**src/pcxd_pkg.sv**
```systemverilog
`timescale 1ns / 1ps
`default_nettype none

package pcxd_pkg;

   // Stream byte classes
   localparam logic [7:0] MARKER_MASK = 8'hC0;
   localparam logic [7:0] COUNT_MASK  = 8'h3F;

   // Request kinds
   localparam logic REQ_IMAGE   = 1'b0;
   localparam logic REQ_PALETTE = 1'b1;

   localparam int COLOR_W = 24;
   localparam int INDEX_W = 8;
   localparam int RUN_W   = 6;
   localparam int COUNT_W = 33;
   localparam int TOTAL_W = 32;

   // One decoded command: a pixel color repeated run times
   typedef struct packed {
      logic [COLOR_W-1:0] color;
      logic [INDEX_W-1:0] index;
      logic [RUN_W-1:0]   run;
      logic               done;
   } cmd_type;

   // Front status seen by the top level
   typedef struct packed {
      logic finished;
      logic awaiting;
      logic stage_valid;
   } front_stat_type;

endpackage

`default_nettype wire

```
**src/pcxd_back.sv**
```systemverilog
`timescale 1ns / 1ps
`default_nettype none

module pcxd_back
   import pcxd_pkg::*;
(
   input  wire logic                clock,
   input  wire logic                reset,
   input  wire cmd_type             q_head,
   input  wire logic                q_empty,
   output logic                     q_pop,
   output logic                     empty,
   input  wire logic                pop,
   output logic [COLOR_W-1:0]       rsp_pixel_color,
   output logic [INDEX_W-1:0]       rsp_pixel_index,
   output logic                     rsp_last_in_run,
   output logic                     rsp_image_done
);

   logic               cur_valid_ff, cur_valid_in;
   cmd_type            cur_ff;
   logic [RUN_W-1:0]   rem_ff;

   logic               out_valid_ff, out_valid_in;
   logic [COLOR_W-1:0] out_color_ff;
   logic [INDEX_W-1:0] out_index_ff;
   logic               out_last_ff;
   logic               out_done_ff;

   cmd_type            src;
   logic               src_valid;
   logic [RUN_W-1:0]   rem;
   logic               out_free;
   logic               emit;
   logic               last;

   // Pick the run in progress, else the queue head
   assign src       = cur_valid_ff ? cur_ff : q_head;
   assign src_valid = cur_valid_ff || !q_empty;
   assign rem       = cur_valid_ff ? rem_ff : q_head.run;
   assign out_free  = !out_valid_ff || pop;
   assign emit      = src_valid && out_free;
   assign last      = (rem == RUN_W'(1));
   assign q_pop     = emit && !cur_valid_ff;

   always_comb begin
      cur_valid_in = cur_valid_ff;
      if (emit) begin
         cur_valid_in = !last;
      end
      out_valid_in = emit || (out_valid_ff && !pop);
   end

   always_ff @(posedge clock) begin
      if (reset) begin
         cur_valid_ff <= 1'b0;
         out_valid_ff <= 1'b0;
      end else begin
         cur_valid_ff <= cur_valid_in;
         out_valid_ff <= out_valid_in;
      end
   end

   // Count down the run and load one pixel into the output register
   always_ff @(posedge clock) begin
      if (emit) begin
         cur_ff       <= src;
         rem_ff       <= rem - RUN_W'(1);
         out_color_ff <= src.color;
         out_index_ff <= src.index;
         out_last_ff  <= last;
         out_done_ff  <= src.done;
      end
   end

   assign empty           = !out_valid_ff;
   assign rsp_pixel_color = out_color_ff;
   assign rsp_pixel_index = out_index_ff;
   assign rsp_last_in_run = out_last_ff;
   assign rsp_image_done  = out_done_ff;

endmodule

`default_nettype wire

```
**config.mk**
```make
export PLATFORM = sky130hd
export DESIGN_NAME = pcxd_back
export DESIGN_NICKNAME = d
export VERILOG_FILES = /design/src/pcxd_pkg.sv /design/src/pcxd_back.sv
export SDC_FILE = /design/constraint.sdc
export NUM_CORES = 1
export LEC_CHECK = 0
export CAP_MARGIN = 20
export CORE_MARGIN = 3
export CORE_UTILIZATION = 50
export CTS_CLUSTER_SIZE = 28
export DETAILED_ROUTE_END_ITERATION = 12
export DONT_BUFFER_PORTS = 1
export HOLD_SLACK_MARGIN = 0.05
export PLACE_DENSITY_LB_ADDON = 0.08
export SYNTH_ARGS = -nofsm -noshare
export SYNTH_HDL_FRONTEND = slang
export SYNTH_SLANG_ARGS = --single-unit
```
**constraint.sdc**
```tcl
create_clock -name clock -period 4 [get_ports clock]
set_clock_uncertainty 0.1 [all_clocks]
set_input_delay 0.2 -clock clock [delete_from_list [all_inputs] [get_ports clock]]
set_output_delay 0.2 -clock clock [all_outputs]
set_load 0.02 [all_outputs]
```
# After elaboration in Yosys (flattened, before gate mapping)
# Index checks and enable logic that the tools add are counted.
# totals
ff_bits,48
elab_cells,25
out_inout_bits,36
input_bits,43
# classes
n_reduce_logical,12
addsub,1
mux,2
n_bitwise,1
eq_ne,1
# ops
cell,n
two-way mux 39 bit,1
equality test 6 x 1 -> 1 bit (second input constant),1
two-way mux 6 bit,1
subtractor 6 x 1 -> 6 bit (second input constant),1
logical NOT 1 bit,5
logical AND 1 bit,3
logical OR 1 bit,3
AND reduction 2 bit,1
inverter 1 bit,1

# Depth between registers and ports, before layout
# Gate-level depths: netlist (run 1).
# depth
ltp_word,4
mapped_depth,7
depth_no_buf,6

# Worst setup path before layout (run 1)
# OpenSTA, ideal clock, no wires.
# synth_timing
kind,register -> register
startpoint,register cur_valid_ff
endpoint,"register out_done_ff, in the netlist rsp_image_done (enable)"
period_less_slack_ns,3.930
path_slack_ns,0.070
stages_incl_launch_ff,4
setup_ns,0.483
arrival_time_ns,3.347
n_path_buf,2
required_ns,3.417
cell_sequence,dfxtp_1 -> buf_2 -> buf_2 -> nor3_1
# synth_between
elab_chain_cells,3
word_cells_on_any_way,4
classes_between,bitwise (1); reduce/logical (3)
# synth_rtl
element,line,source
from (decl),pcxd_back.sv:20,"logic cur_valid_ff, cur_valid_in;"
from (signal assigned),pcxd_back.sv:59,cur_valid_ff <= cur_valid_in;
logical OR 1 bit,pcxd_back.sv:39,assign src_valid = cur_valid_ff || !q_empty;
logical AND 1 bit,pcxd_back.sv:42,assign emit = src_valid && out_free;
AND reduction 2 bit (no source line) (*),-,
to (signal assigned),pcxd_back.sv:72,out_done_ff <= src.done;
to (decl),pcxd_back.sv:28,logic out_done_ff;
# Mark *: on every way between the ends. The rest lies on a longest branch, timed or not.
# A chain may end at the register's enable or synchronous reset.

# Final worst setup path (run 1)
# layout_timing
startpoint,register cur_valid_ff
endpoint,register cur_valid_ff
# layout_between
elab_chain_cells,3
word_cells_on_any_way,5
classes_between,eq/ne (1); mux (1); reduce/logical (3)
# layout_rtl
element,line,source
two-way mux 6 bit,pcxd_back.sv:40,assign rem = cur_valid_ff ? rem_ff : q_head.run;
equality test 6 x 1 -> 1 bit,pcxd_back.sv:43,assign last = (rem == RUN_W'(1));
named net last,pcxd_back.sv:35,logic last;
logical NOT 1 bit,pcxd_back.sv:49,cur_valid_in = !last;
# The timed path passes the listed nets, and every way through them passes these cells.

==> results of run 1 <==
[logic make-up (layout without fill, tap and decap cells)]
family	Yosys count	after routing	synth area share, %
xor+xnor	6	6	2.99
buf+inv	8	54	1.85
fa+ha+maj	2	2	1.42
flops	42	42	70.7
simple gates	53	53	18.2
mux	5	5	2.85
compound gates	5	5	1.99
[layout make-up]
| type | count | area share (%) |
|---|---|---|
| Sequential cell | 42 | 54.5 |
| Multi-Input combinational cell | 71 | 21.4 |
| Timing Repair Buffer | 43 | 18.8 |
| Tap cell | 44 | 2.41 |
| Clock buffer | 6 | 1.81 |
| Clock inverter | 2 | 0.604 |
| Inverter | 3 | 0.494 |
[synthesized netlist by cell type]
cell type / number / share of area (%)
nand2_1: 3 / 0.64
edfxtp_1: 40 / 68
nor3_4: 1 / 0.93
nor3_1: 5 / 1.4
inv_1: 3 / 0.64
xor2_1: 3 / 1.5
o21ai_1: 1 / 0.28
nor2_1: 5 / 1.1
dfxtp_1: 2 / 2.3
nand3_1: 1 / 0.28
a21oi_1: 1 / 0.28
o21ai_0: 1 / 0.28
nor3b_1: 1 / 0.43
a211oi_1: 1 / 0.43
nand2b_1: 1 / 0.36
buf_2: 2 / 0.57
o31ai_2: 1 / 0.71
or3_4: 1 / 0.64
xnor2_1: 3 / 1.5
ha_1: 2 / 1.4
nor2b_1: 35 / 12
mux2i_1: 5 / 2.8
clkbuf_1: 3 / 0.64
[layer usage]
layer	vias up	global-route usage, %
met1	468	18.9
met4	0	6.99
met2	53	30.0
met3	5	6.84
met5	-	0
li1	511	-
[stage by stage]
step	power, mW	cell area [um^2]	utilization, %	hold WS [ns]
floorplan	0.655	1760	-	0.169
global placement	0.669	1800	56.3	0.166
detailed placement	0.675	1800	56.3	0.169
CTS	0.905	2270	70.9	0.0655
global route	0.946	2280	71.2	0.0968
finish	0.895	2280	71.2	0.0926
[registers in the layout, summed over array words and instances (netlist names)]
name / flops
rsp_image_done: 1
rsp_last_in_run: 1
rsp_pixel_index: 8
rem_ff: 6
cur_valid_ff: 1
out_valid_ff: 1
rsp_pixel_color: 24
[power by group through the flow]
stage | Clock [mW] | Sequential, mW | Combinational (mW)
finish | 0.199 | 0.594 | 0.102
CTS | 0.208 | 0.596 | 0.101
detailed placement | 0 | 0.606 | 0.0688
global route | 0.232 | 0.600 | 0.113
global placement | 0 | 0.604 | 0.0650
floorplan | 0 | 0.589 | 0.0664
[worst min-delay path: cells and delay by family]
family	cells	cell delay (ns)
AND/OR/NAND/NOR	2	0.10
AO/OA/AOI/OAI	1	0.07
[path summary, 6_finish.rpt]
kind | from | endpoint | cells after the start
worst max register to register | cur_valid_ff$_SDFFE_PP0P_ | cur_valid_ff$_SDFFE_PP0P_ | 7
worst min-delay path | q_head[6] | rsp_last_in_run$_DFFE_PP_ | 3
worst min register to register | rem_ff[5]$_DFFE_PP_ | rsp_last_in_run$_DFFE_PP_ | 1
worst max-delay path | cur_valid_ff$_SDFFE_PP0P_ | cur_valid_ff$_SDFFE_PP0P_ | 7
[timing repair]
item / CTS / global route
endpoints found under the hold margin: 39 / 1
setup buffers: 0 / 0
hold buffers: 41 / 1
==> results.json, run 1 <==
{
  "status": "finished clean",
  "wl_um": 3430,
  "synth_fp_nets": 166,
  "drt_iter0_markers": 82,
  "p_int_mw": 0.660,
  "cts_tree": "done",
  "critical_path_buf_inv_count": 2,
  "top_level_ports": 79,
  "yosysSeqAreaShare_pct": 70.7,
  "cp_max_fo": 47,
  "cp_slowest_cell": "dfxtp_2",
  "ant_nets": 0,
  "wl_per_cell_um": 16.3,
  "drtPass1Iterations": 4,
  "power.leakage_nw": 0.807,
  "setup_viol": 0,
  "fin_crit_ns": 2.72,
  "first_global_vias": 1083,
  "ys_ff_latch": 42,
  "seqPwrFrac_pct": 66.4,
  "worst_pin_slew_ns": 0.873,
  "post_cts_resized": 0,
  "grt_pass1_wl_um": 5330,
  "cpLargestDelayFamily": "flip-flops",
  "hold_viol": 0,
  "die_h_um": 65.3,
  "clock.fmax_ghz": 0.368,
  "finalCritPeriodShare_pct": 67.9,
  "overflow": 0,
  "num-fill-cells": 231,
  "final_cells": 211,
  "met3_length_um": 254,
  "route.met2.wl_um": 1790,
  "dp_cells": 161,
  "critPathArrivalTime_ns": 2.91,
  "endpoint_kind": "register",
  "globalplace.congestion": 0.723,
  "cts_root_buffer": "clkbuf_4",
  "syn_area_per_cell_um2": 14.5,
  "hpwl_um": 2140,
  "core.rowCount": 20,
  "wl_met1_um": 1340,
  "syn_to_final_growth_pct": 29.8,
  "startpoint_type": "register",
  "post-place-ws_ns": 1.87,
  "regArea_mm2": 0.00124,
  "layout_commonest_cell": "dlygate4sd3_1",
  "yosysWarnings": 0,
  "critPathKind": "reg -> reg",
  "multi_input_area_um2": 488,
  "p_per_area_mw_per_mm2": 393,
  "power.share.clock_pct": 22.2,
  "htreeDepth": 2,
  "tns_ns": 0,
  "p_switching_mw": 0.236,
  "top_layer_used": "met4",
  "cts.sinks": 42,
  "synth_cell_type_count": 23,
  "coreArea_mm2": 0.00320,
  "grt_start_max_net_pins": 48,
  "die_x_um": 65.3,
  "netSwitchingFraction_pct": 26.3,
  "initial_core_util_pct": 54.8,
  "cts_buffers": 5,
  "maxCapViolations": 0,
  "die-area_mm2": 0.00426,
  "slew-limit-headroom_pct": 41.8,
  "drc": 0,
  "ir_worst_vdd_mv": 0.262,
  "pwr-share-comb_pct": 11.4,
  "most-common-layout-cells": "dlygate4sd3_1, edfxtp_1, nor2b_1",
  "antenna_found_initial": 0,
  "clock_latency_ns": 0.34,
  "grt_usage_pct": 17.3,
  "cp_slowest_stage_delay_ns": 0.92,
  "viasPerCell": 4.91,
  "crit_required_ns": 4.19,
  "worstPathCellList": "mux2i_1, inv_1, ha_1, nand3_1, o31ai_2, a211oi_1, dlygate4sd3_1",
  "holdCritPathClass": "in -> reg",
  "syn_inst": 121,
  "diodes": 0,
  "layout.nets": 211,
  "drv_slew": 0,
  "drive_above_1_share_pct": 7.78,
  "r2r_slack_ns": 1.28,
  "cts_max_path_buffers": 2,
  "vias": 1037,
  "clk_pin_slew_ns": 0.12,
  "syn_area_mm2": 0.00176,
  "numPortBuffers": 0,
  "rsz0062_at_grt": "false",
  "fin_ws_ns": 1.28
}
Power figures use the tool's default switching activity.
==> run 2, diff against run 1 <==
==> constraint.sdc (replaced) <==
create_clock -name clock -period 2.8 [get_ports clock]
set_clock_uncertainty 0.1 [all_clocks]
set_input_delay 0.14 -clock clock [delete_from_list [all_inputs] [get_ports clock]]
set_output_delay 0.14 -clock clock [all_outputs]
set_load 0.02 [all_outputs]
==> results.json, run 2 (synthesis results as in run 1) <==
{
  "status": "finished clean",
  "cts_tree": "done",
  "startpoint_type": "register",
  "cts_root_buffer": "clkbuf_4",
  "num-fill-cells": 239,
  "endpoint_kind": "register",
  "clk_pin_slew_ns": 0.12,
  "antenna_found_initial": 0,
  "grt_start_max_net_pins": 48,
  "rsz0062_at_grt": "false",
  "coreArea_mm2": 0.00320,
  "grt_pass1_wl_um": 5240,
  "placed_cell_area_mm2": 0.00182,
  "overflow": 0,
  "multi_input_area_um2": 494,
  "vias": 1044,
  "cts_setup_buffers": 0,
  "clock_latency_ns": 0.33,
  "cp_slowest_cell": "dfxtp_4",
  "worstPathCellList": "mux2i_1, inv_1, ha_1, nand3_1, o31ai_2, a211oi_1, dlygate4sd3_1",
  "cp_max_fo": 47,
  "diodes": 0,
  "core.rowCount": 20,
  "finalCritPeriodShare_pct": 88.2,
  "setup_viol": 0,
  "ant_nets": 0,
  "syn_to_final_growth_pct": 32.1,
  "hold_viol": 0,
  "fin_util_pct": 72.5,
  "htreeDepth": 2,
  "hpwl_um": 2030,
  "drive_above_1_share_pct": 7.19,
  "wl_um": 3320,
  "critPathArrivalTime_ns": 2.65,
  "p_per_area_mw_per_mm2": 588,
  "layout.nets": 211,
  "layout_commonest_cell": "dlygate4sd3_1",
  "maxCapViolations": 0,
  "drtPass1Iterations": 4,
  "top_level_ports": 79,
  "final_cells": 211,
  "fin_crit_ns": 2.47,
  "holdCritPathClass": "in -> reg",
  "viasPerCell": 4.95,
  "cp_slowest_stage_delay_ns": 0.69,
  "cts.sinks": 42,
  "power_mw": 1.36,
  "cts_buffers": 5,
  "final_area_mm2": 0.00232,
  "dp_cells": 161,
  "regArea_mm2": 0.00124,
  "first_global_vias": 1090,
  "wl_per_cell_um": 15.7,
  "most-common-layout-cells": "dlygate4sd3_1, edfxtp_1, nor2b_1",
  "drt_iter0_markers": 52,
  "die_h_um": 65.3,
  "globalplace.congestion": 0.764,
  "tns_ns": 0,
  "cts_max_path_buffers": 2,
  "drc": 0,
  "worst_pin_slew_ns": 0.614,
  "numPortBuffers": 0,
  "largest_register_ffs": 24,
  "drv_slew": 0,
  "slew-limit-headroom_pct": 58.9,
  "initial_core_util_pct": 54.8,
  "die_x_um": 65.3,
  "critPathKind": "reg -> reg",
  "clock.fmax_ghz": 0.405,
  "die-area_mm2": 0.00426,
  "power.leakage_nw": 0.820,
  "crit_required_ns": 2.98,
  "grt_usage_pct": 17.1,
  "ir_worst_vdd_mv": 0.358
}
run 2: worst paths after layout:
check	depth (start not counted)	end	slack (ns)	start
worst max-delay path	7	cur_valid_ff$_SDFFE_PP0P_	0.33	cur_valid_ff$_SDFFE_PP0P_
worst min-delay path	4	rem_ff[5]$_DFFE_PP_	0.06	q_head[1]
worst max register to register	7	cur_valid_ff$_SDFFE_PP0P_	0.33	cur_valid_ff$_SDFFE_PP0P_
worst min register to register	1	rsp_last_in_run$_DFFE_PP_	0.55	rem_ff[5]$_DFFE_PP_
run 2: critical path: cells and delay by family, from the launching register on:
kind | cells | cell delay (ns)
buffers and inverters | 2 | 0.65
multiplexers | 1 | 0.36
AND/OR/NAND/NOR | 1 | 0.09
adder cells (fa/ha/maj) | 1 | 0.21
flip-flops | 1 | 0.69
AO/OA/AOI/OAI | 2 | 0.30
run 2: routing by layer:
layer	up-vias	GRT usage, %	share of wire [%]
met4	0	3.89	0.39
li1	509	-	-
met5	-	0	0
met3	2	9.23	9.7
met2	54	29.5	53
met1	479	18.3	37
run 2: power by group:
part,internal [mW],switching (mW),leakage [nW]
logic,0.0867,0.0630,0.376
clock network,0.189,0.176,0.0395
registers,0.760,0.0892,0.405
run 2: final cells by class:
cell class,count,area share (%)
timing repair buffer,43,19.0
sequential,42,53.6
inverter,3,0.485
multi-input combinational,71,21.3
clock inverter,1,1.29
clock buffer,7,1.94
tap,44,2.37
run 2: through the flow:
step	hold WS (ns)	setup WS, ns
after global routing	0.0702	0.143
after detailed placement	0.110	0.654
after floorplan	0.109	0.0529
final	0.0650	0.331
after CTS	0.0556	0.0908
after global placement	0.106	0.761
run 2: timing repair:
| item | CTS | global route |
|---|---|---|
| hold buffers | 42 | 0 |
| setup endpoints to repair | 0 | 1 |
| endpoints found under the hold margin | 41 | 0 |
| gates resized for setup | 0 | 1 |
==> run 3, diff against run 2 <==
--- a/config.mk
+++ b/config.mk
@@ -5,14 +5,13 @@
 export SDC_FILE = /design/constraint.sdc
 export NUM_CORES = 1
 export LEC_CHECK = 0
-export CAP_MARGIN = 20
 export CORE_MARGIN = 3
 export CORE_UTILIZATION = 50
 export CTS_CLUSTER_SIZE = 28
 export DETAILED_ROUTE_END_ITERATION = 12
 export DONT_BUFFER_PORTS = 1
 export HOLD_SLACK_MARGIN = 0.05
-export PLACE_DENSITY_LB_ADDON = 0.08
+export PLACE_DENSITY_LB_ADDON = 0.15
 export SYNTH_ARGS = -nofsm -noshare
 export SYNTH_HDL_FRONTEND = slang
 export SYNTH_SLANG_ARGS = --single-unit
==> constraint.sdc (replaced) <==
create_clock -name clock -period 3.2 [get_ports clock]
set_clock_uncertainty 0.1 [all_clocks]
set_input_delay 0.16 -clock clock [delete_from_list [all_inputs] [get_ports clock]]
set_output_delay 0.16 -clock clock [all_outputs]
set_load 0.02 [all_outputs]
==> results.json, run 3 (synthesis results as in run 1) <==
{
  "slew-limit-headroom_pct": 40.4,
  "viasPerCell": 5.02,
  "cts_max_path_buffers": 2,
  "globalplace.congestion": 0.750,
  "drtPass1Iterations": 4,
  "hpwl_um": 2170,
  "final_area_mm2": 0.00232,
  "largest_register_ffs": 24,
  "overflow": 0,
  "cpLargestDelayFamily": "flip-flops",
  "coreArea_mm2": 0.00320,
  "vias": 1064,
  "placed_cell_area_mm2": 0.00181,
  "cp_slowest_stage_delay_ns": 0.94,
  "drive_above_1_share_pct": 7.14,
  "p_int_mw": 0.906,
  "setup_viol": 0,
  "cts_root_buffer": "clkbuf_4",
  "numPortBuffers": 0,
  "grt_pass1_wl_um": 5520,
  "cts_tree": "done",
  "ctsHoldBuffers": 42,
  "num-fill-cells": 242,
  "r2r-start": "cur_valid_ff$_SDFFE_PP0P_",
  "grt_start_max_net_pins": 48,
  "first_global_vias": 1137,
  "critical_path_buf_inv_count": 2,
  "holdCritPathClass": "in -> reg",
  "status": "finished clean",
  "min_path_cells": 3,
  "layout_commonest_cell": "dlygate4sd3_1",
  "finalCritPeriodShare_pct": 85.1,
  "power_mw": 1.19,
  "worstPathCellList": "mux2i_1, inv_1, ha_1, nand3_1, o31ai_2, a211oi_1, dlygate4sd3_1",
  "cts_setup_buffers": 0,
  "rr_endpoint": "cur_valid_ff$_SDFFE_PP0P_",
  "r2r_cells": 7,
  "syn_to_final_growth_pct": 31.8,
  "r2r_slack_ns": 0.48,
  "die_h_um": 65.3,
  "seqPwrFrac_pct": 62.4,
  "diodes": 0,
  "core.rowCount": 20,
  "cts.sinks": 42,
  "post_cts_resized": 0,
  "worst_pin_slew_ns": 0.894,
  "clk_pin_slew_ns": 0.11,
  "critPathKind": "reg -> reg",
  "tns_ns": 0,
  "power.share.clock_pct": 26.8,
  "htreeDepth": 2,
  "clock_latency_ns": 0.33,
  "grt_usage_pct": 17.8,
  "most-common-layout-cells": "dlygate4sd3_1, edfxtp_1, nor2b_1",
  "critPathArrivalTime_ns": 2.90,
  "fin_util_pct": 72.3,
  "maxCapViolations": 0,
  "drt_iter0_markers": 64,
  "hold_path_end": "rem_ff[3]$_DFFE_PP_",
  "p_switching_mw": 0.288,
  "endpoint_kind": "register",
  "pwr-share-comb_pct": 10.8,
  "cp_slowest_cell": "dfxtp_2",
  "hold_viol": 0,
  "rsz0062_at_grt": "false",
  "cts_buffers": 5,
  "hold_path_startpoint": "q_head[1]",
  "ant_nets": 0,
  "drc": 0,
  "startpoint_type": "register",
  "die_x_um": 65.3,
  "crit_required_ns": 3.37,
  "clock.fmax_ghz": 0.367,
  "layout.nets": 212,
  "drv_slew": 0,
  "power.leakage_nw": 0.820,
  "wl_per_cell_um": 16.8,
  "p_per_area_mw_per_mm2": 515,
  "wl_um": 3550,
  "cp_max_fo": 47,
  "initial_core_util_pct": 54.8,
  "antenna_found_initial": 0,
  "top_level_ports": 79,
  "ir_worst_vdd_mv": 0.351,
  "netSwitchingFraction_pct": 24.1,
  "fin_crit_ns": 2.72,
  "die-area_mm2": 0.00426
}
## run 3: changes by cell type in the layout (fill, tap and decap cells not counted), sizes merged
cell	change
dlygate4sd3	+1
## run 3: worst max-delay path by stage
stage	from	to	slack (ns)	cells past startpoint
floorplan	cur_valid_ff$_SDFFE_PP0P_	rsp_image_done$_DFFE_PP_	0.45	3
global placement	cur_valid_ff$_SDFFE_PP0P_	rem_ff[4]$_DFFE_PP_	1.14	4
detailed placement	cur_valid_ff$_SDFFE_PP0P_	cur_valid_ff$_SDFFE_PP0P_	1.05	5
CTS	cur_valid_ff$_SDFFE_PP0P_	cur_valid_ff$_SDFFE_PP0P_	0.49	6
global route	cur_valid_ff$_SDFFE_PP0P_	cur_valid_ff$_SDFFE_PP0P_	0.27	7
finish	cur_valid_ff$_SDFFE_PP0P_	cur_valid_ff$_SDFFE_PP0P_	0.48	7
## run 3: per-layer routing
metal,GRT usage [%],up-vias,routed length (um)
met1,18.4,501,1310
li1,-,512,-
met3,6.84,2,232
met5,0,-,0
met4,5.70,0,15
met2,32.6,49,2000
## run 3: worst min-delay path, delay by kind of cell
family | cells | cell delay [ns]
simple gates | 1 | 0.03
xor+xnor | 1 | 0.11
compound gates | 1 | 0.06
## run 3: cell type report
cell class              instances  area [um^2]  area share [%]
clock inverters                 1         30.0            1.30
clock buffers                   7         45.0            1.94
multi-input cells              71          494            21.3
well taps                      44         55.1            2.38
repair buffers                 44          438            18.9
flip-flops and latches         42         1240            53.6
inverters                       3         11.3           0.486
## run 3: stage by stage
step	hold slack (ns)	setup slack (ns)	std cells
after global placement	0.127	1.14	161
after global routing	0.0903	0.267	212
after detailed placement	0.131	1.05	161
final	0.0874	0.478	212
after CTS	0.0614	0.491	211
after floorplan	0.129	0.453	121
## run 3: power by group through the flow
stage          registers, mW  logic, mW  clock network, mW
3_5_place_dp           0.758     0.0868                  0
4_1_cts                0.745      0.128              0.331
6_report               0.744      0.129              0.320
2_1_floorplan          0.735     0.0836                  0
3_3_place_gp           0.756     0.0830                  0
5_1_grt                0.752      0.142              0.357
