===== config.mk =====
export PLATFORM = sky130hd
export DESIGN_NAME = pcxd_queue
export DESIGN_NICKNAME = d
export VERILOG_FILES = /design/src/pcxd_pkg.sv /design/src/pcxd_queue.sv
export SDC_FILE = /design/constraint.sdc
export NUM_CORES = 1
export LEC_CHECK = 0
export BUFFER_PORTS_ARGS = -buffer_cell sky130_fd_sc_hd__buf_2
export CAP_MARGIN = 15
export CORE_MARGIN = 10
export CORE_UTILIZATION = 40
export DETAILED_ROUTE_END_ITERATION = 8
export HOLD_SLACK_MARGIN = 0.1
export SLEW_MARGIN = 20
export SYNTH_ARGS = -nofsm -noshare
export SYNTH_HDL_FRONTEND = slang
export SYNTH_SLANG_ARGS = --single-unit

===== constraint.sdc =====
create_clock -name clock -period 4.05 [get_ports clock]
set_input_delay 0.2025 -clock clock [delete_from_list [all_inputs] [get_ports clock]]
set_output_delay 0.2025 -clock clock [all_outputs]
set_load 0.01 [all_outputs]

===== src/pcxd_pkg.sv =====
`timescale 1ns / 1ps
`default_nettype none

package pcxd_pkg;

   // Stream byte classes
   localparam logic [7:0] MARKER_MASK = 8'hC0;
   localparam logic [7:0] COUNT_MASK  = 8'h3F;

   // Request kinds
   localparam logic REQ_IMAGE   = 1'b0;
   localparam logic REQ_PALETTE = 1'b1;

   localparam int COLOR_W = 24;
   localparam int INDEX_W = 8;
   localparam int RUN_W   = 6;
   localparam int COUNT_W = 33;
   localparam int TOTAL_W = 32;

   // One decoded command: a pixel color repeated run times
   typedef struct packed {
      logic [COLOR_W-1:0] color;
      logic [INDEX_W-1:0] index;
      logic [RUN_W-1:0]   run;
      logic               done;
   } cmd_type;

   // Front status seen by the top level
   typedef struct packed {
      logic finished;
      logic awaiting;
      logic stage_valid;
   } front_stat_type;

endpackage

`default_nettype wire


===== src/pcxd_queue.sv =====
`timescale 1ns / 1ps
`default_nettype none

module pcxd_queue
   import pcxd_pkg::*;
#(
   parameter int DEPTH = 4
) (
   input  wire logic                      clock,
   input  wire logic                      reset,
   input  wire logic                      wr_en,
   input  wire cmd_type                   wr_data,
   input  wire logic                      rd_en,
   output cmd_type                        rd_data,
   output logic                           q_empty,
   output logic [$clog2(DEPTH+1)-1:0]     q_count
);

   localparam int PW = (DEPTH > 1) ? $clog2(DEPTH) : 1;
   localparam int CW = $clog2(DEPTH+1);

   cmd_type         slots [DEPTH];
   logic [PW-1:0]   head_ff, head_in;
   logic [PW-1:0]   tail_ff, tail_in;
   logic [CW-1:0]   count_ff, count_in;

   // Advance pointers with wrap at the queue depth
   always_comb begin
      head_in  = head_ff;
      tail_in  = tail_ff;
      count_in = count_ff;
      if (wr_en) begin
         tail_in = (tail_ff == PW'(DEPTH-1)) ? '0 : tail_ff + PW'(1);
      end
      if (rd_en) begin
         head_in = (head_ff == PW'(DEPTH-1)) ? '0 : head_ff + PW'(1);
      end
      if (wr_en && !rd_en) begin
         count_in = count_ff + CW'(1);
      end else if (rd_en && !wr_en) begin
         count_in = count_ff - CW'(1);
      end
   end

   always_ff @(posedge clock) begin
      if (reset) begin
         head_ff  <= '0;
         tail_ff  <= '0;
         count_ff <= '0;
      end else begin
         head_ff  <= head_in;
         tail_ff  <= tail_in;
         count_ff <= count_in;
      end
   end

   always_ff @(posedge clock) begin
      if (wr_en) begin
         slots[tail_ff] <= wr_data;
      end
   end

   assign rd_data = slots[head_ff];
   assign q_empty = (count_ff == '0);
   assign q_count = count_ff;

endmodule

`default_nettype wire


# Yosys cells after proc, flatten, opt, wreduce, memory -nomap -nowiden
# Memories as Yosys holds them, arrays and structs flattened. A register that Yosys moved wholly into a read port is not among the register bits.
# Index checks and enable logic that the tools add are counted.
dict set report totals {
  ff_bits 7
  mem_bits_rw 156
  in_bits 43
  out_inout_bits 43
  elab_cells 24
  n_memories 1
}
# memory depth width rd rd_clocked_by_memory_dff write_ports line_no
set memory_table {}
lappend memory_table {slots 4 39 1 1 1 pcxd_queue.sv:22} ;# cmd_type slots [DEPTH];
dict set report classes {
  add_sub_neg 4
  eq_ne 2
  muxes 8
  n_reduce_logical 6
}
# operator count
set op_table {}
lappend op_table {{2-bit 2-to-1 mux} 4}
lappend op_table {{3-bit 2-to-1 mux} 2}
lappend op_table {{2-bit by 1-bit adder with 2-bit output, second input constant} 2}
lappend op_table {{2-bit == test, second input constant} 2}
lappend op_table {{3-bit by 1-bit adder with 3-bit output, second input constant} 1}
lappend op_table {{3-bit logical NOT} 1}
lappend op_table {{3-bit by 1-bit subtractor with 3-bit output, second input constant} 1}
lappend op_table {{1-bit logical AND} 2}
lappend op_table {{1-bit logical NOT} 2}
lappend op_table {{1-bit 2-to-1 mux} 2}
lappend op_table {{2-bit nonzero test} 1}

# Logic depth before layout (Yosys ltp)
# Gate-level depths: netlist of run 1.
dict set report depth {
  depth_word 4
  mapped_depth 7
  mapped_depth_nobuf 7
}

# Worst setup path before layout of run 1
# Ideal clock, no wire load.
dict set report synth_timing {
  path_kind {register to register}
  start {register tail_ff[0]}
  end {memory slots[3][0] in the netlist's numbering, enable pin}
  setup_ns 0.400
  arrival_ns 1.498
  required_ns 3.650
  setup_slack_ns 2.152
  path_stages_with_launch 3
  path_buffers 0
  synth_period_minus_slack_ns 1.898
  path_cell_list {dfxtp_1 > ha_1 > and2_1}
}
# element line_no
set synth_rtl {}
lappend synth_rtl {{start: declaration} pcxd_queue.sv:24} ;# logic [PW-1:0] tail_ff, tail_in;
lappend synth_rtl {{start signal: assignment} pcxd_queue.sv:52} ;# tail_ff <= tail_in;
lappend synth_rtl {{end: declaration} pcxd_queue.sv:22}
# No word-level cell before the write port.

==> run metrics, run 1 <==
dpl cells=between 500 and 600; Compound-Gate Fraction of Synth Area=less than 1%; DR iter-0 viols=110; # DRC=0; Synthesized Nets=around 300; Setup TNS=0 ns; Critical Path RT=3.85 ns; Worst Tran Pin Value=approximately 0.85 ns; Placer Congestion=0.659; ant diodes=0; area taken by multi-input logic gates=1120 um^2; vias in the first global route=between 3,000 and 4,000; fin area=roughly 7700 um^2; CP Data Arrival Time=2.14 ns; clk slew on worst S/H paths=~0.060 ns; Leak=between 2 and 3 nW; clock network power share=around two fifths; port buffer count=85; fin cells=about 580; Distinct cells, synth=19; CTS Root Cell=clkbuf_16; Synth Area in Simple Gates=1.22%; post-route ant nets=0; final period utilization=slightly below 60%; Vias per Instance=4.91; Placed Area=roughly 6700 um^2; sequential power share=between 50% and 60%; status=finished clean; final setup vio count=0; Syn Area/Cell=between 20 and 25 um^2; Worst-Skew Late Latency=about 0.4 ns; hold crit path type=input port to flip-flop; MaxCap Viol Count=0; Gate power share=slightly above 8%; fillers=roughly 1,200; htree depth=4; post-synthesis sequential area ratio=about four fifths; initial antenna violation count=0; # nets final=about 440; adder-cell share of the synthesized area=roughly 1.6%; max frequency=around 0.43 GHz; clk_skew=0.00473 ns; total number of vias=2,861; final WL=between 10,000 and 15,000 um; first-pass GRT wire length=around 18,000 um; mapped cell area=roughly 6000 um^2; IO Count=between 80 and 90; CTS tree=built; Slew Limit Headroom=between 40% and 50%; CTS max path bufs=2; area growth from synthesis to layout=26.7%; CP Max Fanout=39; largest net degree at the start of global routing=40; final core utilization=a little over half; CP Launch Type=flip-flop; core area=between 10,000 and 15,000 um^2; Worst Setup End Kind=output port; die area=roughly 20,000 um^2; XOR/XNOR share of the synthesized area=less than 1%; routed len/inst=between 15 and 20 um; RSZ-0062 raised after global routing=no; Slew Limit Fails=0; switch share=about 21%; CTS sink cnt=~170; Fin Hold WS=about 0.16 ns; global route overflow=0; PD cells=approximately 500 nW/um^2; post-detail-place hpwl=just under 7000 um; GR Util All Layers=11.8%; Psw=approximately 790 uW; Post-Syn Instances=247; Cell Rows=between 40 and 50; Worst Setup Path Type=flip-flop to output port; initial core utilization=between 40% and 50%; layout cells sized above 1=40.1%; die span in x=143 um; Num CTS Buffers=17; P_int=3.07 mW; largest family of logic cells by synthesized area=multiplexers; PostCTS Resize Cnt=0; Syn. warnings=0; Reg area=roughly 4900 um^2; flops & latches, synth=about 170; drt first pass iters=4; Peak VDD IR=~0.00026 V; min Tclk post-route=2.34 ns; Final Hold Viols=0; die height=approximately 140 um; mux share of post-synthesis cell area=between 15 and 20%
## kinds of logic (layout without fill, tap and decap cells)
group | count (synthesis) | after routing
multiplexers | 42 | 42
AO/OA/AOI/OAI | 4 | 4
flip-flops | 165 | 165
AND/OR/NAND/NOR | 14 | 14
XOR/XNOR | 2 | 2
adder cells (fa/ha/maj) | 7 | 7
buffers and inverters | 13 | 165
## registers in the layout, summed over array words and instances, names as in the netlist, named ones only
signal and flops:
tail_ff 2, q_count 3, slots 156, head_ff 2
## area by class of cell
class | instances | area share (%)
multi-input combinational | 69 | 14.6
tap | 184 | 3.00
clock buffer | 20 | 5.69
timing repair buffer | 129 | 11.2
sequential | 165 | 63.5
inverter | 5 | 0.245
clock inverter | 11 | 1.76
## power groups by stage
stage	Sequential (mW)	Combinational [mW]	Clock (mW)
2_1_floorplan	2.00	0.187	0
3_3_place_gp	2.03	0.292	0
6_report	1.99	0.319	1.55
4_1_cts	2.00	0.330	1.59
5_1_grt	2.01	0.353	1.66
3_5_place_dp	2.03	0.298	0
## layer usage
layer	vias to the layer above	part of all wire [%]	routed length (um)	global-route usage [%]
met5	-	0	0	0
met4	0	1.5	166	4.72
met3	13	7.1	803	4.51
met2	83	47	5260	17.8
met1	1446	45	5070	15.1
li1	1319	-	-	-
## critical path, cell delays in order (launching register included)
cell,delay (ns)
dfxtp_4,0.91
mux4_2,0.63
buf_2,0.17
## repair_timing
action                     CTS  global route
setup endpoints to repair    0             0
hold buffers                40             0
setup buffers                0             0
hold endpoints to repair   165             0
## path summary, 6_finish.rpt
path	depth (start not counted)	slack, ns	to	start
setup / recovery	2	1.71	rd_data[23]	flip-flop
setup reg to reg	3	2.19	slots[3][31]	tail_ff[0]
hold / removal	3	0.16	head_ff[1]	rd_en
hold reg to reg	2	0.52	q_count[2]	q_count[2]
## cell usage after synthesis
| master | number | area share [%] |
|---|---|---|
| mux4_2 | 39 | 15 |
| nor2_1 | 6 | 0.37 |
| inv_1 | 5 | 0.31 |
| nor3_1 | 1 | 0.083 |
| and2_1 | 4 | 0.41 |
| mux2i_1 | 3 | 0.50 |
| a21oi_1 | 3 | 0.25 |
| fa_1 | 1 | 0.33 |
| buf_6 | 2 | 0.37 |
| o21ai_0 | 1 | 0.083 |
| xor2_1 | 2 | 0.29 |
| buf_2 | 2 | 0.17 |
| nor3b_1 | 2 | 0.25 |
| dfxtp_1 | 9 | 3.0 |
| clkbuf_1 | 2 | 0.12 |
| or3_1 | 1 | 0.10 |
| ha_1 | 6 | 1.2 |
| edfxtp_1 | 156 | 77 |
| buf_4 | 2 | 0.25 |
## placed cells by master (no fill, tap or decap), drive strengths merged
master / n
a21oi: 3
and2: 4
buf: 89
bufinv: 3
clkbuf: 20
clkinv: 5
clkinvlp: 3
dfxtp: 9
dlygate4sd3: 40
edfxtp: 156
fa: 1
ha: 6
inv: 5
mux2i: 3
mux4: 39
nor2: 6
nor3: 1
nor3b: 2
o21ai: 1
or3: 1
xor2: 2
## per-stage QoR
step / power (mW) / worst slack [ns]
2_1_floorplan: 2.19 / 2.15
3_5_place_dp: 2.33 / 2.07
6_report: 3.86 / 1.71
3_3_place_gp: 2.32 / 2.08
4_1_cts: 3.92 / 1.61
5_1_grt: 4.02 / 1.52
Power figures use the tool's default switching activity.
==> inputs of run 2 (changes only) <==
--- a/config.mk
+++ b/config.mk
@@ -5,6 +5,7 @@
 export SDC_FILE = /design/constraint.sdc
 export NUM_CORES = 1
 export LEC_CHECK = 0
+export ABC_AREA = 1
 export BUFFER_PORTS_ARGS = -buffer_cell sky130_fd_sc_hd__buf_2
 export CAP_MARGIN = 15
 export CORE_MARGIN = 10
==> constraint.sdc (replaced) <==
create_clock -name clock -period 2.1 [get_ports clock]
set_input_delay 0.105 -clock clock [delete_from_list [all_inputs] [get_ports clock]]
set_output_delay 0.105 -clock clock [all_outputs]
set_load 0.01 [all_outputs]
==> run 2 against run 1 <==
  * Core utilization decreased by 0.33 points
  * Clock power increased by 95%
  * Sequential share of layout area decreased by 2.0 points
  * Largest power group unchanged
  * First-iteration DRC count increased to 2.7 times the previous value
  * Final area increased by 3.1%
  * Largest cell class unchanged
  * Register-to-register slack got worse by 1.5 ns
  * Clock skew increased by 0.0025 ns
  * Cell count increased by 36%
==> run metrics, run 2 <==
# DRC=0 (unchanged); slowest CP cell=dfxtp_2 (was dfxtp_4); Syn Area/Cell=14.3 um^2 (was 24.5 um^2); area growth from synthesis to layout=26.8% (was 26.7%); post-route ant nets=0 (unchanged); PD cells=962 nW/um^2 (was 504 nW/um^2); CTS tree=built (unchanged); Num CTS Buffers=17 (unchanged); largest area contributor in the netlist=edfxtp_1 (unchanged); dpl cells=720 (was 512); Top reg by flops=slots (unchanged); hold_buf cts=42 (was 40); CTS sink cnt=165 (unchanged); Post-synth EDFFs=156 (unchanged); hold crit path type=input port to flip-flop (unchanged); flops & latches, synth=165 (unchanged); max reg flops=156 (unchanged); critical path cell sequence=inv_2, buf_12, o21ai_0, o22ai_1, buf_2 (was mux4_2, buf_2); most common cell after layout, fill and taps aside=edfxtp_1 (unchanged); Slew Limit Headroom=72.2% (was 43.3%); Synth top area share=75.1% (was 77.4%); die height=145 um (was 143 um); Critical Path RT=2.00 ns (was 3.85 ns); max frequency=0.517 GHz; ant diodes=0 (unchanged); DR iter-0 viols=300 (was 110); ys flop type=edfxtp_1 (unchanged); clk slew on worst S/H paths=0.06 ns (about the same); Synthesized Nets=486 (was 297); count leader, synth=edfxtp_1 (unchanged); fillers=1,311 (was 1,168); core area=15,300 um^2 (was 14,700 um^2); Post-Syn Instances=436 (was 247); GR Util All Layers=13.6% (was 11.8%); MaxCap Viol Count=0 (unchanged); initial core utilization=40.9% (was 41.2%); Final Hold Viols=0 (unchanged); RSZ-0062 raised after global routing=no (unchanged); CTS Root Cell=clkbuf_16 (unchanged); asr flop ratio synth=0% (unchanged); CP Max Fanout=27 (was 39); Worst Tran Pin Value=0.417 ns (was 0.850 ns); M3 GR Usage=4.56% (was 4.51%); first-pass GRT wire length=21,300 um (was 18,000 um); total number of vias=3,890 (was 2,861); Syn. warnings=0 (unchanged); CP Data Arrival Time=1.83 ns (was 2.14 ns); Area contributors post-synth=edfxtp_1, o21ai_0, nor2_1, o22ai_1, dfxtp_1 (was edfxtp_1, mux4_2, dfxtp_1, ha_1, mux2i_1); Worst Setup End Kind=output port (unchanged); clk_skew=0.00718 ns (was 0.00473 ns); Peak VDD IR=0.000558 V (was 0.000265 V); PostCTS Resize Cnt=0 (unchanged); drt first pass iters=4 (unchanged); final setup vio count=0 (unchanged); Setup TNS=0 ns (unchanged); Top Usage Layer GRT=met2 (unchanged); Distinct cells, synth=23 (was 19); Placer Congestion=0.715 (was 0.659); htree depth=4 (unchanged); Slew Limit Fails=0 (unchanged); GR Util met1=16.1% (was 15.1%); largest net degree at the start of global routing=67 (was 40); min Tclk post-route=between 1.5 and 2 ns; commonest cells after routing, fill and taps aside=edfxtp_1, nor2_1, buf_2 (was edfxtp_1, buf_2, dlygate4sd3_1); final WL=13,400 um (was 11,300 um); mapped cell area=6240 um^2 (was 6050 um^2); global route overflow=0 (unchanged); Vias per Instance=4.90 (was 4.91); Worst path max stage delay=0.41 ns (was 0.91 ns); Worst Setup Path Type=flip-flop to output port (unchanged); M2 GR Usage=22.0% (was 17.8%); setup bufs post-CTS=0 (unchanged); # nets final=620 (was 437); vias in the first global route=4,045 (was 3,205); status=finished clean (unchanged); Leak=2.89 nW (was 2.66 nW); initial antenna violation count=0 (unchanged); Post-synth top cells=edfxtp_1, nor2_1, o21ai_0 (was edfxtp_1, mux4_2, dfxtp_1); routed len/inst=16.9 um (was 19.4 um); die area=21,000 um^2 (was 20,500 um^2); Cell Rows=45 (was 44); layout cells sized above 1=23.5% (was 40.1%); CTS max path bufs=2 (unchanged); CP Launch Type=flip-flop (unchanged); Worst-Skew Late Latency=0.42 ns (was 0.41 ns); port buffer count=85 (unchanged); final period utilization=just over 90%; IO Count=86 (unchanged); fin cells=794 (was 583); post-synthesis sequential area ratio=78.0% (was 80.4%); post-detail-place hpwl=8120 um (was 6820 um); die span in x=145 um (was 143 um)
## run 2: changes by cell type after synthesis, moves of 7 or more
cell	previous run	this run
nand2_1	0	8
inv_1	5	14
o21ai_0	1	79
buf_2	2	9
mux4_2	39	0
o22ai_1	0	39
nor2_1	6	86
## run 2: per-layer routing
layer  share of wire (%)  vias to the layer above
li1                    -                     1881
met1                  43                     1896
met2                  49                       93
met3                 5.6                       20
met4                 1.9                        0
met5                   0                        -
## run 2: per-stage QoR
step / power [mW] / utilization, % / setup slack, ns / hold WS [ns] / cell area [um^2]
after detailed placement: 4.61 / 45.1 / 0.570 / 0.321 / 6890
after floorplan: 4.28 / - / 0.350 / 0.177 / 6240
after global routing: 7.93 / 51.8 / 0.00859 / 0.436 / 7910
final: 7.61 / 51.8 / 0.164 / 0.435 / 7910
after CTS: 7.69 / 51.8 / 0.107 / 0.417 / 7910
after global placement: 4.59 / 45.1 / 0.585 / 0.316 / 6890
## run 2: worst paths after layout
path	depth (start not counted)	slack (ns)	start	to
worst min register to register	2	0.53	tail_ff[1]	tail_ff[1]
worst min-delay path	3	0.44	reset	tail_ff[0]
worst max register to register	4	0.65	tail_ff[0]	slots[3][5]
worst max-delay path	5	0.16	flip-flop	rd_data[4]
## run 2: cells by family after synthesis
group	count (synthesis)	synth area share, %
compound gates	123	10.6
flops	165	78.0
simple gates	99	6.08
fa+ha+maj	7	1.52
buf+inv	41	3.65
xor+xnor	1	0.140
## run 2: layout make-up
| cell class | count | area, um^2 | share of cell area (%) |
|---|---|---|---|
| well taps | 211 | 264 | 3.34 |
| inverters | 16 | 62.6 | 0.791 |
| repair buffers | 140 | 968 | 12.2 |
| multi-input cells | 230 | 1150 | 14.5 |
| clock inverters | 8 | 55.1 | 0.696 |
| flip-flops and latches | 165 | 4870 | 61.5 |
| clock buffers | 24 | 546 | 6.90 |
## run 2: critical path, delay by kind of cell (launching register included)
family          cells  cell delay [ns]
compound gates      2             0.30
flops               1             0.41
buf+inv             3             0.67
## run 2: power by group
| part | switching, mW | leakage (nW) | total (mW) | internal (mW) |
|---|---|---|---|---|
| Combinational | 0.477 | 1.08 | 0.781 | 0.304 |
| Clock | 1.19 | 0.303 | 3.02 | 1.83 |
| Sequential | 0.0505 | 1.51 | 3.81 | 3.75 |
==> inputs of run 3 (changes only) <==
--- a/config.mk
+++ b/config.mk
@@ -5,7 +5,6 @@
 export SDC_FILE = /design/constraint.sdc
 export NUM_CORES = 1
 export LEC_CHECK = 0
-export ABC_AREA = 1
 export BUFFER_PORTS_ARGS = -buffer_cell sky130_fd_sc_hd__buf_2
 export CAP_MARGIN = 15
 export CORE_MARGIN = 10
==> run 3 against run 2 <==
  * Clock skew shrank 0.0020 ns
  * Power is essentially flat
  * Worst setup slack lost 0.015 ns
  * Maximum frequency fell by 0.77%
  * Worst hold slack lost 0.0039 ns
==> run metrics, run 3 (synthesis gave the netlist of run 1 again) <==
status=finished clean (unchanged); most common cell after layout, fill and taps aside=edfxtp_1 (unchanged); routed len/inst=19.1 um (was 16.9 um); largest net degree at the start of global routing=34 (was 67); Slew Limit Headroom=72.7% (was 72.2%); CP Max Fanout=18 (was 27); clk_skew=0.00515 ns (was 0.00718 ns); Worst-Skew Late Latency=0.42 ns (about the same); IO Count=86 (unchanged); GR Util All Layers=11.7% (was 13.6%); die span in x=143 um (was 145 um); max reg flops=156 (unchanged); CTS tree=built (unchanged); hold crit path type=input port to flip-flop (unchanged); die height=143 um (was 145 um); area growth from synthesis to layout=30.1% (was 26.8%); Worst Tran Pin Value=0.410 ns (was 0.417 ns); Worst Path Buf+Inv=2 (was 3); die area=20,500 um^2 (was 21,000 um^2); layout cells sized above 1=42.1% (was 23.5%); Worst path max stage delay=0.54 ns (was 0.41 ns); Num CTS Buffers=17 (unchanged); clk slew on worst S/H paths=0.06 ns (about the same); Slew Limit Fails=0 (unchanged); final setup vio count=0 (unchanged); Peak VDD IR=0.000577 V (was 0.000558 V); Setup TNS=0 ns (unchanged); post-detail-place hpwl=7330 um (was 8120 um); final WL=11,400 um (was 13,400 um); area taken by multi-input logic gates=1120 um^2 (was 1150 um^2); Critical Path RT=2.00 ns (about the same); Worst Setup Path Type=flip-flop to output port (unchanged); CP top delay family=multiplexers (was buffers and inverters); max frequency=0.513 GHz (was 0.517 GHz); # DRC=0 (unchanged); commonest cells after routing, fill and taps aside=edfxtp_1, buf_2, dlygate4sd3_1 (was edfxtp_1, nor2_1, buf_2); # nets final=446 (was 620); post-route ant nets=0 (unchanged); Vias per Instance=4.89 (was 4.90); fillers=1,135 (was 1,311); initial core utilization=41.2% (was 40.9%); min Tclk post-route=1.95 ns (was 1.94 ns); port buffer count=85 (unchanged); hold_buf cts=42 (unchanged); Leak=2.74 nW (was 2.89 nW); MaxCap Viol Count=0 (unchanged); Cell Rows=44 (was 45); setup bufs post-CTS=0 (unchanged); htree depth=4 (unchanged); vias in the first global route=3,285 (was 4,045); DR iter-0 viols=123 (was 300); first-pass GRT wire length=17,900 um (was 21,300 um); final core utilization=53.6% (was 51.8%); RSZ-0062 raised after global routing=no (unchanged); final period utilization=92.9% (was 92.2%); CTS max path bufs=2 (unchanged); CTS Root Cell=clkbuf_16 (unchanged); CP Data Arrival Time=1.85 ns (was 1.83 ns); total number of vias=2,906 (was 3,890); Placer Congestion=0.687 (was 0.715); Reg area=4870 um^2 (about the same); slowest CP cell=mux4_2 (was dfxtp_2); core area=14,700 um^2 (was 15,300 um^2); global route overflow=0 (unchanged); drt first pass iters=4 (unchanged); PD cells=966 nW/um^2 (was 962 nW/um^2); Top reg by flops=slots (unchanged); initial antenna violation count=1 (was 0); CTS sink cnt=165 (unchanged); critical path cell sequence=buf_12, mux4_2, buf_2 (was inv_2, buf_12, o21ai_0, o22ai_1, buf_2); CP Launch Type=flip-flop (unchanged); PostCTS Resize Cnt=0 (unchanged); Worst Setup End Kind=output port (unchanged); Final Hold Viols=0 (unchanged); Fin Hold WS=0.432 ns (was 0.435 ns)
[run 3: worst paths after layout]
kind / startpoint / endpoint / slack, ns / cells past startpoint
worst max-delay path: flip-flop / rd_data[18] / 0.15 / 3
worst min-delay path: wr_data[36] / slots[2][36] / 0.43 / 2
worst max register to register: tail_ff[0] / slots[3][35] / 0.56 / 3
worst min register to register: q_count[2] / q_count[2] / 0.52 / 2
[run 3: where the power goes]
part,leakage (nW),internal (mW),switching (mW)
Clock,0.280,1.87,1.23
Combinational,0.948,0.359,0.345
Sequential,1.51,3.75,0.0496
Total,2.74,5.98,1.63
[run 3: per-layer routing]
metal	vias to the layer above	GRT usage, %	wire, um
li1	1335	-	-
met4	0	4.23	157
met3	18	5.07	776
met2	78	18.0	5500
met5	-	0	0
met1	1475	14.6	4930
[run 3: area by class of cell]
cell class,instances,share of cell area [%]
flip-flops and latches,165,61.8
multi-input cells,69,14.2
repair buffers,138,13.1
clock buffers,17,5.40
well taps,184,2.92
clock inverters,15,2.29
inverters,5,0.238
diodes,1,0.0318
[run 3: per-stage QoR]
step,worst slack [ns],std cells,total power [mW],instance area [um^2]
after global placement,0.549,519,4.51,6850
final,0.149,594,7.61,7880
after detailed placement,0.509,519,4.53,6850
after CTS,0.0953,593,7.72,7870
after global routing,0.0260,594,7.92,7880
after floorplan,0.202,247,4.22,6050
